File: config.mk
export PLATFORM = sky130hd
export DESIGN_NAME = rle_bitplane_decoder_unit
export DESIGN_NICKNAME = d
export VERILOG_FILES = /design/src/sv/rbd_pkg.sv /design/src/sv/rbd_advance_unit.sv /design/src/sv/rle_bitplane_decoder_unit.sv
export VERILOG_INCLUDE_DIRS = /design/src /design/src/sv
export SDC_FILE = /design/constraint.sdc
export NUM_CORES = 1
export LEC_CHECK = 0
export BUFFER_PORTS_ARGS = -buffer_cell sky130_fd_sc_hd__buf_4
export CAP_MARGIN = 20
export CORE_AREA = 3 3 166 168
export CTS_CLUSTER_DIAMETER = 80
export CTS_CLUSTER_SIZE = 10
export DETAILED_ROUTE_END_ITERATION = 16
export DIE_AREA = 0 0 169 171
export PLACE_DENSITY = 0.83
export SETUP_SLACK_MARGIN = 0.2
export SLEW_MARGIN = 20
export SYNTH_ARGS = -nofsm -noshare
export SYNTH_HDL_FRONTEND = slang
export SYNTH_SLANG_ARGS = --single-unit
File: constraint.sdc
create_clock -name clk -period 5.6 [get_ports clk]
set_input_delay 1.12 -clock clk [delete_from_list [all_inputs] [get_ports clk]]
set_output_delay 1.12 -clock clk [all_outputs]
set_load 0.01 [all_outputs]
File: src/sv/rle_bitplane_decoder_unit_macros.svh
// Assertion helpers used by the decoder unit
`ifndef RLE_BITPLANE_DECODER_UNIT_MACROS_SVH
`define RLE_BITPLANE_DECODER_UNIT_MACROS_SVH

// Same-cycle implication, gated off during reset
`define RBD_ASSERT_IMPL(label, clk, rst_n, pre, post, msg) \
    label: assert property (@(posedge clk) disable iff (!rst_n) (pre) |-> (post)) \
        else $error(msg);

// Next-cycle implication, gated off during reset
`define RBD_ASSERT_NEXT(label, clk, rst_n, pre, post, msg) \
    label: assert property (@(posedge clk) disable iff (!rst_n) (pre) |=> (post)) \
        else $error(msg);

`endif

File: src/sv/rbd_pkg.sv
package rbd_pkg;

    // Field and datapath widths
    localparam int COL_W   = 8;
    localparam int ROW_W   = 8;
    localparam int GRP_W   = 2;
    localparam int IDX_W   = 16;
    localparam int MASK_W  = 8;
    localparam int PAIR_W  = 2;
    localparam int RUN_W   = 16;
    localparam int ZERO_W  = 17;
    localparam int BL_W    = 5;
    localparam int MUL_A_W = COL_W + GRP_W;
    localparam int PROD_W  = MUL_A_W + ROW_W;
    localparam int LIN_W   = 19;
    localparam int REM_W   = ROW_W + 1;
    localparam int CNT_W   = 5;

    // Longest legal run prefix
    localparam logic [BL_W-1:0] MAX_PREFIX_ONES = 5'd15;

    // Configuration register indexes and reset values
    localparam int CFG_IDX_W = 1;
    localparam logic [CFG_IDX_W-1:0] CFG_PLANE_COLUMNS = 1'b0;
    localparam logic [CFG_IDX_W-1:0] CFG_PLANE_ROWS    = 1'b1;
    localparam logic [COL_W-1:0] COLUMNS_RESET = 8'd7;
    localparam logic [ROW_W-1:0] ROWS_RESET    = 8'd56;

    // Pair codes
    localparam logic [PAIR_W-1:0] PAIR_NONE = 2'b00;

    // Request to the position advance unit
    typedef struct packed {
        logic              start;
        logic [COL_W-1:0]  column;
        logic [GRP_W-1:0]  group;
        logic [ROW_W-1:0]  row;
        logic [ZERO_W-1:0] zeros;
    } adv_req_t;

    // Response from the position advance unit
    typedef struct packed {
        logic              busy;
        logic              done;
        logic              plane_end;
        logic [IDX_W-1:0]  index;
        logic [COL_W-1:0]  column;
        logic [GRP_W-1:0]  group;
        logic [ROW_W-1:0]  row;
    } adv_rsp_t;

endpackage

File: src/sv/rbd_advance_unit.sv
module rbd_advance_unit
(
    input  logic                      clk,
    input  logic                      rst_n,
    input  logic [rbd_pkg::COL_W-1:0] plane_columns,
    input  logic [rbd_pkg::ROW_W-1:0] plane_rows,
    input  rbd_pkg::adv_req_t         req,
    output rbd_pkg::adv_rsp_t         rsp
);

    typedef enum logic [2:0] {
        U_IDLE,
        U_MUL_IDX,
        U_MUL_POS,
        U_MUL_TOT,
        U_CHECK,
        U_DIV,
        U_DONE
    } ustate_t;

    ustate_t                       st_reg;
    logic [rbd_pkg::ZERO_W-1:0]    zeros_reg;
    logic [rbd_pkg::PROD_W-1:0]    prod_reg;
    logic [rbd_pkg::LIN_W-1:0]     lin_reg;
    logic [rbd_pkg::REM_W-1:0]     rem_reg;
    logic [rbd_pkg::CNT_W-1:0]     cnt_reg;
    logic [rbd_pkg::IDX_W-1:0]     idx_reg;
    logic                          end_reg;

    logic [rbd_pkg::MUL_A_W-1:0]   mul_a;
    logic [rbd_pkg::PROD_W-1:0]    mul_out;
    logic [rbd_pkg::REM_W-1:0]     rem_shift;
    logic                          rem_ge;
    logic [rbd_pkg::REM_W-1:0]     rem_next;
    logic [rbd_pkg::LIN_W:0]       total;

    // Select the multiplier operand for the current step
    always_comb
    begin
        unique case (st_reg)
            U_MUL_IDX: mul_a = {2'b00, req.column};
            U_MUL_POS: mul_a = {req.column, req.group};
            default:   mul_a = {2'b00, plane_columns};
        endcase
    end

    // Shared multiplier, every operand scaled by the row count
    assign mul_out = {{(rbd_pkg::PROD_W-rbd_pkg::MUL_A_W){1'b0}}, mul_a}
                   * {{(rbd_pkg::PROD_W-rbd_pkg::ROW_W){1'b0}}, plane_rows};

    // One restoring division step: bring down the next bit, subtract if it fits
    assign rem_shift = {rem_reg[rbd_pkg::REM_W-2:0], lin_reg[rbd_pkg::LIN_W-1]};
    assign rem_ge    = rem_shift >= {1'b0, plane_rows};
    assign rem_next  = rem_ge ? (rem_shift - {1'b0, plane_rows}) : rem_shift;

    // Number of positions in the plane: columns * 4 groups * rows
    assign total = {prod_reg, 2'b00};

    // Sequence: index multiply, position multiply, total multiply, bound check, divide
    always_ff @(posedge clk or negedge rst_n)
    begin
        if (!rst_n)
        begin
            st_reg    <= U_IDLE;
            zeros_reg <= '0;
            prod_reg  <= '0;
            lin_reg   <= '0;
            rem_reg   <= '0;
            cnt_reg   <= '0;
            idx_reg   <= '0;
            end_reg   <= 1'b0;
        end
        else
        begin
            unique case (st_reg)
                U_IDLE:
                begin
                    if (req.start)
                    begin
                        zeros_reg <= req.zeros;
                        st_reg    <= U_MUL_IDX;
                    end
                end
                U_MUL_IDX:
                begin
                    prod_reg <= mul_out;
                    st_reg   <= U_MUL_POS;
                end
                U_MUL_POS:
                begin
                    idx_reg  <= prod_reg[rbd_pkg::IDX_W-1:0]
                              + {{(rbd_pkg::IDX_W-rbd_pkg::ROW_W){1'b0}}, req.row};
                    prod_reg <= mul_out;
                    st_reg   <= U_MUL_TOT;
                end
                U_MUL_TOT:
                begin
                    lin_reg  <= {{(rbd_pkg::LIN_W-rbd_pkg::PROD_W){1'b0}}, prod_reg}
                              + {{(rbd_pkg::LIN_W-rbd_pkg::ROW_W){1'b0}}, req.row}
                              + {{(rbd_pkg::LIN_W-rbd_pkg::ZERO_W){1'b0}}, zeros_reg};
                    prod_reg <= mul_out;
                    st_reg   <= U_CHECK;
                end
                U_CHECK:
                begin
                    // Past the last position (or no rows at all): plane ends
                    if ({1'b0, lin_reg} >= total)
                    begin
                        end_reg <= 1'b1;
                        st_reg  <= U_DONE;
                    end
                    else
                    begin
                        end_reg <= 1'b0;
                        rem_reg <= '0;
                        cnt_reg <= rbd_pkg::CNT_W'(rbd_pkg::LIN_W - 1);
                        st_reg  <= U_DIV;
                    end
                end
                U_DIV:
                begin
                    rem_reg <= rem_next;
                    lin_reg <= {lin_reg[rbd_pkg::LIN_W-2:0], rem_ge};
                    if (cnt_reg == '0)
                        st_reg <= U_DONE;
                    else
                        cnt_reg <= cnt_reg - 1'b1;
                end
                U_DONE:
                begin
                    st_reg <= U_IDLE;
                end
                default:
                begin
                    st_reg <= U_IDLE;
                end
            endcase
        end
    end

    // Quotient is the slot (column and group), remainder is the row
    always_comb
    begin
        rsp.busy      = st_reg != U_IDLE;
        rsp.done      = st_reg == U_DONE;
        rsp.plane_end = end_reg;
        rsp.index     = idx_reg;
        rsp.column    = lin_reg[rbd_pkg::COL_W+rbd_pkg::GRP_W-1:rbd_pkg::GRP_W];
        rsp.group     = lin_reg[rbd_pkg::GRP_W-1:0];
        rsp.row       = rem_reg[rbd_pkg::ROW_W-1:0];
    end

endmodule

File: src/sv/rle_bitplane_decoder_unit.sv
// Run-length bitplane decoder. Takes the compressed stream one bit per item and
// emits OR-writes (buffer index and 8-bit mask) into a byte plane that is laid out
// column by column and swept in four 2-bit groups per column. An ordinary bit is
// taken and the next item can follow straight away. A bit that ends a nonzero data
// pair or the value field of a zero run moves the position in the advance unit
// (three multiplies on one shared multiplier, a bound check and a 19-step restoring
// divide by the row count); no divide is needed when the new position falls off the
// end of the plane. A result, if any, is staged and then loaded into the output
// register. An empty-plane mark or a prefix error needs no advance. While the output
// register is still full, a staged result waits and the input stays closed. Results
// carry plane_done on the last write of a plane or as a done-only mark (index and
// mask zero) when a run reaches the end, and stream_error with plane_done when a run
// prefix has more than fifteen ones. Write plane_columns and plane_rows between
// items.
`include "rle_bitplane_decoder_unit_macros.svh"

module rle_bitplane_decoder_unit
(
    input  logic                          clk,
    input  logic                          rst_n,
    input  logic                          cfg_write_en,
    input  logic [rbd_pkg::CFG_IDX_W-1:0] cfg_index,
    input  logic [rbd_pkg::COL_W-1:0]     cfg_data,
    input  logic                          in_valid,
    output logic                          in_ready,
    input  logic                          data_bit,
    input  logic                          begin_plane,
    output logic                          out_valid,
    input  logic                          out_ready,
    output logic [rbd_pkg::IDX_W-1:0]     write_index,
    output logic [rbd_pkg::MASK_W-1:0]    write_mask,
    output logic                          plane_done,
    output logic                          stream_error
);

    typedef enum logic [1:0] {
        S_READY,
        S_ADV,
        S_EMIT
    } state_t;

    typedef enum logic [2:0] {
        PH_IDLE,
        PH_PAIR_HI,
        PH_PAIR_LO,
        PH_PREFIX,
        PH_VALUE
    } phase_t;

    // Place a pair into its group: bits 7:6 for group 0 down to 1:0 for group 3
    function automatic logic [rbd_pkg::MASK_W-1:0] group_mask
    (
        input logic [rbd_pkg::PAIR_W-1:0] pair,
        input logic [rbd_pkg::GRP_W-1:0]  grp
    );
        logic [rbd_pkg::GRP_W:0] sh;
        sh = {~grp, 1'b0};
        return {{(rbd_pkg::MASK_W-rbd_pkg::PAIR_W){1'b0}}, pair} << sh;
    endfunction

    state_t                         st_reg;
    phase_t                         phase_reg;
    logic [rbd_pkg::COL_W-1:0]      plane_columns_reg;
    logic [rbd_pkg::ROW_W-1:0]      plane_rows_reg;
    logic [rbd_pkg::RUN_W-1:0]      prefix_value_reg;
    logic [rbd_pkg::RUN_W-1:0]      value_bits_reg;
    logic [rbd_pkg::BL_W-1:0]       bits_left_reg;
    logic [rbd_pkg::COL_W-1:0]      column_index_reg;
    logic [rbd_pkg::GRP_W-1:0]      group_index_reg;
    logic [rbd_pkg::ROW_W-1:0]      row_index_reg;
    logic                           first_pair_bit_reg;
    logic                           wr_mode_reg;
    logic [rbd_pkg::MASK_W-1:0]     mask_reg;
    logic [rbd_pkg::IDX_W-1:0]      res_index_reg;
    logic [rbd_pkg::MASK_W-1:0]     res_mask_reg;
    logic                           res_done_reg;
    logic                           res_error_reg;
    logic                           out_valid_reg;
    logic [rbd_pkg::IDX_W-1:0]      write_index_reg;
    logic [rbd_pkg::MASK_W-1:0]     write_mask_reg;
    logic                           plane_done_reg;
    logic                           stream_error_reg;

    logic                           accept;
    logic                           emit_load;
    logic [rbd_pkg::PAIR_W-1:0]     pair;
    logic [rbd_pkg::RUN_W-1:0]      value_next;
    logic [rbd_pkg::BL_W-1:0]       bits_left_dec;
    logic [rbd_pkg::ZERO_W-1:0]     run_zeros;
    rbd_pkg::adv_req_t              adv_req;
    rbd_pkg::adv_rsp_t              adv_rsp;

    assign in_ready  = st_reg == S_READY;
    assign accept    = in_valid && in_ready;
    assign emit_load = (st_reg == S_EMIT) && (!out_valid_reg || out_ready);

    assign pair          = {first_pair_bit_reg, data_bit};
    assign value_next    = {value_bits_reg[rbd_pkg::RUN_W-2:0], data_bit};
    assign bits_left_dec = bits_left_reg - 1'b1;
    assign run_zeros     = {1'b0, prefix_value_reg} + {1'b0, value_next}
                         + rbd_pkg::ZERO_W'(1);

    // Kick the advance unit on a data write or at the end of a run value
    always_comb
    begin
        adv_req.start  = accept && !begin_plane
                       && (((phase_reg == PH_PAIR_LO) && (pair != rbd_pkg::PAIR_NONE))
                           || ((phase_reg == PH_VALUE) && (bits_left_dec == '0)));
        adv_req.column = column_index_reg;
        adv_req.group  = group_index_reg;
        adv_req.row    = row_index_reg;
        adv_req.zeros  = (phase_reg == PH_PAIR_LO) ? rbd_pkg::ZERO_W'(1) : run_zeros;
    end

    rbd_advance_unit u_advance
    (
        .clk           (clk),
        .rst_n         (rst_n),
        .plane_columns (plane_columns_reg),
        .plane_rows    (plane_rows_reg),
        .req           (adv_req),
        .rsp           (adv_rsp)
    );

    // Sequencer, decoder state and output register
    always_ff @(posedge clk or negedge rst_n)
    begin
        if (!rst_n)
        begin
            st_reg             <= S_READY;
            phase_reg          <= PH_IDLE;
            plane_columns_reg  <= rbd_pkg::COLUMNS_RESET;
            plane_rows_reg     <= rbd_pkg::ROWS_RESET;
            prefix_value_reg   <= '0;
            value_bits_reg     <= '0;
            bits_left_reg      <= '0;
            column_index_reg   <= '0;
            group_index_reg    <= '0;
            row_index_reg      <= '0;
            first_pair_bit_reg <= 1'b0;
            wr_mode_reg        <= 1'b0;
            mask_reg           <= '0;
            res_index_reg      <= '0;
            res_mask_reg       <= '0;
            res_done_reg       <= 1'b0;
            res_error_reg      <= 1'b0;
            out_valid_reg      <= 1'b0;
            write_index_reg    <= '0;
            write_mask_reg     <= '0;
            plane_done_reg     <= 1'b0;
            stream_error_reg   <= 1'b0;
        end
        else
        begin
            // Take configuration writes
            if (cfg_write_en)
            begin
                unique case (cfg_index)
                    rbd_pkg::CFG_PLANE_COLUMNS: plane_columns_reg <= cfg_data;
                    rbd_pkg::CFG_PLANE_ROWS:    plane_rows_reg    <= cfg_data;
                    default: ;
                endcase
            end

            // Load a staged item, or drop the output item once taken
            if (emit_load)
                out_valid_reg <= 1'b1;
            else if (out_valid_reg && out_ready)
                out_valid_reg <= 1'b0;

            unique case (st_reg)
                S_READY:
                begin
                    if (accept)
                    begin
                        if (begin_plane)
                        begin
                            // Start a new plane from the mode bit
                            column_index_reg   <= '0;
                            group_index_reg    <= '0;
                            row_index_reg      <= '0;
                            prefix_value_reg   <= '0;
                            value_bits_reg     <= '0;
                            bits_left_reg      <= '0;
                            first_pair_bit_reg <= 1'b0;
                            if ((plane_columns_reg == '0) || (plane_rows_reg == '0))
                            begin
                                phase_reg     <= PH_IDLE;
                                res_index_reg <= '0;
                                res_mask_reg  <= '0;
                                res_done_reg  <= 1'b1;
                                res_error_reg <= 1'b0;
                                st_reg        <= S_EMIT;
                            end
                            else if (data_bit)
                                phase_reg <= PH_PAIR_HI;
                            else
                            begin
                                phase_reg     <= PH_PREFIX;
                                bits_left_reg <= rbd_pkg::BL_W'(1);
                            end
                        end
                        else
                        begin
                            unique case (phase_reg)
                                PH_IDLE: ;
                                PH_PAIR_HI:
                                begin
                                    first_pair_bit_reg <= data_bit;
                                    phase_reg          <= PH_PAIR_LO;
                                end
                                PH_PAIR_LO:
                                begin
                                    if (pair == rbd_pkg::PAIR_NONE)
                                    begin
                                        // End of data: a run packet follows
                                        phase_reg        <= PH_PREFIX;
                                        prefix_value_reg <= '0;
                                        bits_left_reg    <= rbd_pkg::BL_W'(1);
                                    end
                                    else
                                    begin
                                        mask_reg    <= group_mask(pair, group_index_reg);
                                        wr_mode_reg <= 1'b1;
                                        st_reg      <= S_ADV;
                                    end
                                end
                                PH_PREFIX:
                                begin
                                    if (data_bit)
                                    begin
                                        if (bits_left_reg > rbd_pkg::MAX_PREFIX_ONES)
                                        begin
                                            phase_reg     <= PH_IDLE;
                                            res_index_reg <= '0;
                                            res_mask_reg  <= '0;
                                            res_done_reg  <= 1'b1;
                                            res_error_reg <= 1'b1;
                                            st_reg        <= S_EMIT;
                                        end
                                        else
                                        begin
                                            prefix_value_reg <=
                                                {prefix_value_reg[rbd_pkg::RUN_W-2:1], 2'b10};
                                            bits_left_reg    <= bits_left_reg + 1'b1;
                                        end
                                    end
                                    else
                                    begin
                                        value_bits_reg <= '0;
                                        phase_reg      <= PH_VALUE;
                                    end
                                end
                                PH_VALUE:
                                begin
                                    value_bits_reg <= value_next;
                                    bits_left_reg  <= bits_left_dec;
                                    if (bits_left_dec == '0)
                                    begin
                                        wr_mode_reg <= 1'b0;
                                        st_reg      <= S_ADV;
                                    end
                                end
                                default:
                                begin
                                    phase_reg <= PH_IDLE;
                                end
                            endcase
                        end
                    end
                end
                S_ADV:
                begin
                    if (adv_rsp.done)
                    begin
                        // Hold the position when the plane has ended
                        if (!adv_rsp.plane_end)
                        begin
                            column_index_reg <= adv_rsp.column;
                            group_index_reg  <= adv_rsp.group;
                            row_index_reg    <= adv_rsp.row;
                        end
                        if (wr_mode_reg)
                        begin
                            res_index_reg <= adv_rsp.index;
                            res_mask_reg  <= mask_reg;
                            res_done_reg  <= adv_rsp.plane_end;
                            res_error_reg <= 1'b0;
                            phase_reg     <= adv_rsp.plane_end ? PH_IDLE : PH_PAIR_HI;
                            st_reg        <= S_EMIT;
                        end
                        else if (adv_rsp.plane_end)
                        begin
                            res_index_reg <= '0;
                            res_mask_reg  <= '0;
                            res_done_reg  <= 1'b1;
                            res_error_reg <= 1'b0;
                            phase_reg     <= PH_IDLE;
                            st_reg        <= S_EMIT;
                        end
                        else
                        begin
                            phase_reg <= PH_PAIR_HI;
                            st_reg    <= S_READY;
                        end
                    end
                end
                S_EMIT:
                begin
                    // Load the output register once it is free
                    if (emit_load)
                    begin
                        write_index_reg  <= res_index_reg;
                        write_mask_reg   <= res_mask_reg;
                        plane_done_reg   <= res_done_reg;
                        stream_error_reg <= res_error_reg;
                        st_reg           <= S_READY;
                    end
                end
                default:
                begin
                    st_reg <= S_READY;
                end
            endcase
        end
    end

    assign out_valid    = out_valid_reg;
    assign write_index  = write_index_reg;
    assign write_mask   = write_mask_reg;
    assign plane_done   = plane_done_reg;
    assign stream_error = stream_error_reg;

    // An error result always closes the plane and carries no write
    `RBD_ASSERT_IMPL(a_error_is_done, clk, rst_n, out_valid && stream_error,
        plane_done && (write_mask == '0) && (write_index == '0),
        "error item without done mark")
    // A result with no mask bits can only be a done mark
    `RBD_ASSERT_IMPL(a_empty_mask_done, clk, rst_n, out_valid && (write_mask == '0),
        plane_done, "empty write without done mark")
    // The input side never opens while the advance unit is working
    `RBD_ASSERT_IMPL(a_ready_unit_idle, clk, rst_n, st_reg == S_READY, !adv_rsp.busy,
        "ready while advance unit busy")
    // A started advance leaves the ready state on the next cycle
    `RBD_ASSERT_NEXT(a_start_busy, clk, rst_n, adv_req.start,
        (st_reg == S_ADV) && adv_rsp.busy, "advance start not followed")

endmodule
# After elaboration in Yosys (flattened, before gate mapping)
# Cells that the tools add are included.
# word_totals
out_inout_bits	28
in_bits	16
register_bits	225
word_cells	247
# op_classes
multipliers	1
eq_ne	40
n_lt_le_gt_ge	3
mux	110
addsub	9
bitwise	4
reduce_logical	49
shifts	1
# ops
operator	n
2-to-1 mux 16 bit	13
2-to-1 mux 8 bit	17
one-hot mux 16 bit (2 select lines)	2
one-hot mux 8 bit (2 select lines)	4
one-hot mux 19 bit (2 select lines)	1
2-to-1 mux 2 bit	18
2-to-1 mux 15 bit	2
2-to-1 mux 5 bit	6
one-hot mux 15 bit (2 select lines)	1
2-to-1 mux 1 bit	25
2-to-1 mux 3 bit	8
AND reduction 6 bit	4
>= comparator 19 x 20 -> 1 bit	1
one-hot mux 10 bit (2 select lines)	1
adder 18 x 8 -> 19 bit	1
adder 19 x 17 -> 19 bit	1
multiplier 10 x 8 -> 18 bit	1
one-hot mux 3 bit (6 select lines)	1
adder 16 x 16 -> 17 bit	1
adder 17 x 1 -> 17 bit (second input constant)	1
2-to-1 mux 17 bit	1
adder 16 x 8 -> 16 bit	1
logical NOT 8 bit	2
one-hot mux 5 bit (3 select lines)	1
other kinds (45)	103

# Logic depth before layout (Yosys ltp)
# depth
depth_word	7
depth_mapped	23
depth_no_buf	21

# Hierarchy
# From an unflattened synthesis, not the netlist that was laid out.
# hier_totals
cells_unflattened	1603
hier_area_um2	15133.3
# by_module_without_submodules
mod	area_per_inst_um2	instances	cells_per_inst
rbd_advance_unit	8540.7	1	925
rle_bitplane_decoder_unit	6592.6	1	678

# Least setup slack after synthesis
# OpenSTA, ideal clock, no wires.
# synth_path
path_type	register -> register
start	register u_advance.st_reg[2]
end	register u_advance.prod_reg[15] (netlist name)
t_required_ns	5.466
path_buffers	2
slack_ns	0.306
period_less_slack_ns	5.294
setup_ns	0.134
arrival_ns	5.160
stages_incl_launch_ff	23
path_cell_list	dfrtp_1 clkbuf_1 clkbuf_1 nor2_1 a21oi_1 o22ai_1 a21oi_1 nand2_1 fa_1 fa_1 inv_1 fa_1 inv_1 fa_1 inv_1 ha_1 o21a_1 o31a_1 nor4_1 o21ai_0 a31oi_1 xor2_1 o21ai_0
# synth_via
elab_chain_len	3
word_cells_on_any_way	6
cone_classes	mul (1); eq/ne (3); mux (1); reduce/logical (1)
# synth_rtl
element	line	source
from (decl)	rbd_advance_unit.sv:21	ustate_t st_reg;
from (signal assigned)	rbd_advance_unit.sv:64	st_reg <= U_IDLE;
from (signal assigned)	rbd_advance_unit.sv:81	st_reg <= U_MUL_IDX;
from (signal assigned)	rbd_advance_unit.sv:87	st_reg <= U_MUL_POS;
== test 3 x 2 -> 1 bit / == test 3 x 1 -> 1 bit (equally long branches)	rbd_advance_unit.sv:40, rbd_advance_unit.sv:75	
one-hot mux 10 bit (2 select lines)	rbd_advance_unit.sv:40	unique case (st_reg)
multiplier 10 x 8 -> 18 bit	rbd_advance_unit.sv:49	* {{(rbd_pkg::PROD_W-rbd_pkg::ROW_W){1'b0}}, plane_rows};
to (signal assigned)	rbd_advance_unit.sv:86	prod_reg <= mul_out;
to (signal assigned)	rbd_advance_unit.sv:93	prod_reg <= mul_out;
to (signal assigned)	rbd_advance_unit.sv:101	prod_reg <= mul_out;
to (decl)	rbd_advance_unit.sv:23	logic [rbd_pkg::PROD_W-1:0] prod_reg;
# Several ways; a longest one is shown, not always the timed one.
# A chain may end at the register's enable or synchronous reset.

# Worst setup path after layout
# Same ends and word-level chain as after synthesis.

==> impl_metrics.yaml <==
placement:
  placedInstanceArea_sq_um: 15810
  dp.final_hpwl_mm: 25.98
  gp_congestion: 0.9321
  portBuffers: 43
grt:
  gr-usage-met1_pct: 33.20
  track_usage_pct: 24.88
  grt_pass1_vias: 12160
  grt_pass1_wl_mm: 60.17
  grt_max_degree: 143
  use_met3_pct: 3.235
  top_usage_layer: "met2"
  antenna_found_initial: 0
  grt_overflow: 0
  met2_usage_pct: 42.77
timing:
  rsz0062_at_grt: "false"
  layout_min_cycle_time_ps: 5187
  relSlewSlack_pct: 27.17
  tightest_slew_ps: 1088
  maxSlewViolCount: 0
  hold_viol: 0
  period_share_pct: 92.62
  fin_skew_ps: 9.233
  finalSetupViolCount: 0
  max_freq_mhz: 192.8
clocking:
  clockBufferDepth: 3
  clk_latency_ps: 520
  cts-hold-fix-buffers: 0
  cts-htree-levels: 1
  path_clk_slew_ps: 60
  cts_made_buffers: 26
  cts_tree: "done"
  cts.sinks: 224
  cts_root_buffer: "clkbuf_16"
flow_run:
  maxCapViolCount: 0
critical_path:
  cp.required_ps: 5990
  worst-path-buf-inv: 5
  endpoint_kind: "register"
  path_cells: "buf_4, buf_4, o31ai_1, a21oi_1, buf_4, and2_1, fa_1, fa_1, inv_1, fa_1, fa_1, inv_1, ha_1, a21o_1, a21oi_1, o21ai_2, a31oi_1, xor2_1, o21ai_1"
  critical_path.max_fanout: 8
  cpMostUsedCell: "fa_1"
  start_kind: "register"
  critPathTopFamily: "adder cells"
  max_stage_delay_ps: 540
  crit_type: "register to register"
  crit_arrival_ps: 5580
  crit_slowest_cell: "fa_1"
worst_hold_path:
  min_path_type: "register to register"
power:
  p_total_mw: 11.72
  p_leak_nw: 8.075
  p_sw_share_pct: 46.60
  ir_drop_mv: 0.9725
  p_seq_share_pct: 21.9
  cell_internal_pwr_mw: 6.261
  p_per_area_nw_per_um2: 698.9
  pwr-share-clk_pct: 12.7
  switching_power_mw: 5.462
  comb_power_share_pct: 65.4
logic_synthesis:
  yosys.area.top_type: "dfrtp_1"
  synthCells: 1615
  async_reset_ff_share_pct: 100.0
  syn-num-nets: 1809
  synth_seq_area_share_pct: 37.05
  synth-simple-area-share_pct: 15.16
  ys_ff_latch: 224
  synth_xor_area_share_pct: 3.064
  synth_area_leaders: "dfrtp_1 36%, ha_1 9.7%, fa_1 7.9%, nand2_1 5.0%, o21ai_0 4.9%"
  netlist.area_leader.share_pct: 36.01
  yosys-mux-area-fraction_pct: 3.733
  synth_compound_area_share_pct: 18.00
  ys_warn_count: 0
  synth_cell_type_count: 75
  synthAdderAreaFrac_pct: 17.68
  synth_top_family_by_area: "compound AO/OA/AOI/OAI gates"
  netlist_area_sq_um: 15150
  avgSynthCellArea_sq_um: 9.380
  synth_ff_type: "dfrtp_1"
  synth_edf_count: 0
finish:
  final_cell_area_sq_um: 16770
  areaGrowthSynthToFinish_pct: 10.72
  nFillCells: 1941
  drive_gt1_share_pct: 11.99
  layout_common_cells: "213 x dfrtp_1, 201 x nand2_1, 142 x o21ai_0"
  n_antenna_cell: 0
  final_common_cell: "dfrtp_1"
  fin_nets: 1845
  largest_reg_flops: 19
die:
  initial_core_util_pct: 58.13
  core-area_sq_um: 26060
  fp-row-count: 59
  dieWidth_um: 169
  die_h_um: 171
  ios: 44
  dieArea_sq_um: 28900
drt:
  drt-wirelength-per-cell_um: 18.17
  routed_wl_mm: 36.25
  num_vias: 12230
  drtIter0Drc: 1171
  dr.pass1.iters: 6
  ant_nets: 0
  vias_per_cell: 6.129
  drc: 0
status:
  status: "finished clean"
[synth_stat cells, drive strengths merged, types with 5 or more instances]
cell type / count
a211oi: 8
a21boi: 5
a21o: 18
a21oi: 75
a221oi: 6
a22o: 37
a22oi: 14
a31oi: 8
and2: 50
and3: 26
buf: 8
clkbuf: 62
dfrtp: 218
dfstp: 6
fa: 60
ha: 118
inv: 139
mux2: 44
mux2i: 7
nand2: 202
nand2b: 18
nand3: 18
nand4: 10
nand4b: 5
nor2: 86
nor2b: 9
nor3: 28
nor3b: 5
nor4: 10
o211ai: 6
o21a: 12
o21ai: 149
o21bai: 7
o22ai: 11
o31ai: 24
or3: 8
xnor2: 27
xor2: 26
[logic make-up (layout without fill, tap and decap cells)]
group                    after synthesis  after routing
flip-flops                           224            224
AO/OA/AOI/OAI                        418            418
buffers and inverters                209            254
XOR/XNOR                              53             53
adder cells (fa/ha/maj)              178            178
AND/OR/NAND/NOR                      482            482
multiplexers                          51             51
[layout make-up]
cell class | count | area (sq um) | area share (%)
Multi-Input combinational cell | 1182 | 8857 | 52.81
Sequential cell | 224 | 5619 | 33.50
Clock buffer | 36 | 709.4 | 4.230
Timing Repair Buffer | 78 | 633.1 | 3.775
Inverter | 139 | 525.5 | 3.133
Tap cell | 335 | 419.2 | 2.499
Clock inverter | 1 | 8.758 | 0.05222
[power by group through the flow]
stage / clock network [mW] / logic, mW / registers (mW)
floorplan: 0 / 5.23 / 2.40
global placement: 0 / 6.46 / 2.56
detailed placement: 0 / 6.76 / 2.57
CTS: 1.51 / 6.85 / 2.56
global route: 1.58 / 8.70 / 2.62
finish: 1.49 / 7.66 / 2.57
[worst paths after layout]
path / depth (start not counted) / slack [ps] / endpoint / startpoint
setup / recovery: 19 / 410 / u_advance.prod_reg[15] / u_advance.st_reg[2]
hold / removal: 2 / 480 / u_advance.idx_reg[2] / u_advance.idx_reg[2]
setup reg to reg: 19 / 410 / u_advance.prod_reg[15] / u_advance.st_reg[2]
hold reg to reg: 2 / 480 / u_advance.idx_reg[2] / u_advance.idx_reg[2]
max in group asynchronous: 3 / 3830 / phase_reg[0] / rst_n
min in group asynchronous: 1 / 580 / u_advance.rem_reg[5] / rst_n
[layer usage]
layer	part of all wire [%]	routed length, um
met1	42	15120
met2	49	17870
met3	6.2	2233
met4	2.8	1026
met5	0	0
[through the flow]
stage          TNS, ps  hold slack, ps  setup slack, ps  utilization [%]  cells
2_1_floorplan        0           443.7            305.6                -   1615
3_3_place_gp         0           458.9            63.58            60.66   1945
3_5_place_dp    -33.32           467.2           -33.32            60.67   1945
4_1_cts              0           482.7            220.0            63.56   1984
5_1_grt              0           498.3            42.84            64.36   1995
6_report             0           481.6            413.1            64.36   1995
[worst register-to-register path: stages (launching register included)]
cell	delay [ps]
dfrtp_2	460
buf_4	160
buf_4	150
o31ai_1	260
a21oi_1	130
buf_4	180
and2_1	180
fa_1	500
fa_1	540
inv_1	50
fa_1	500
fa_1	540
inv_1	40
ha_1	370
a21o_1	190
a21oi_1	220
o21ai_2	100
a31oi_1	210
xor2_1	190
o21ai_1	90
[timing repair]
| item | in CTS | in global routing |
|---|---|---|
| setup endpoints to repair | 8 | 8 |
| pin swaps | 0 | 12 |
| buffers inserted | 2 | 9 |
| gates resized for setup | 7 | 23 |
Note: power is estimated with default switching activity, not from simulation.
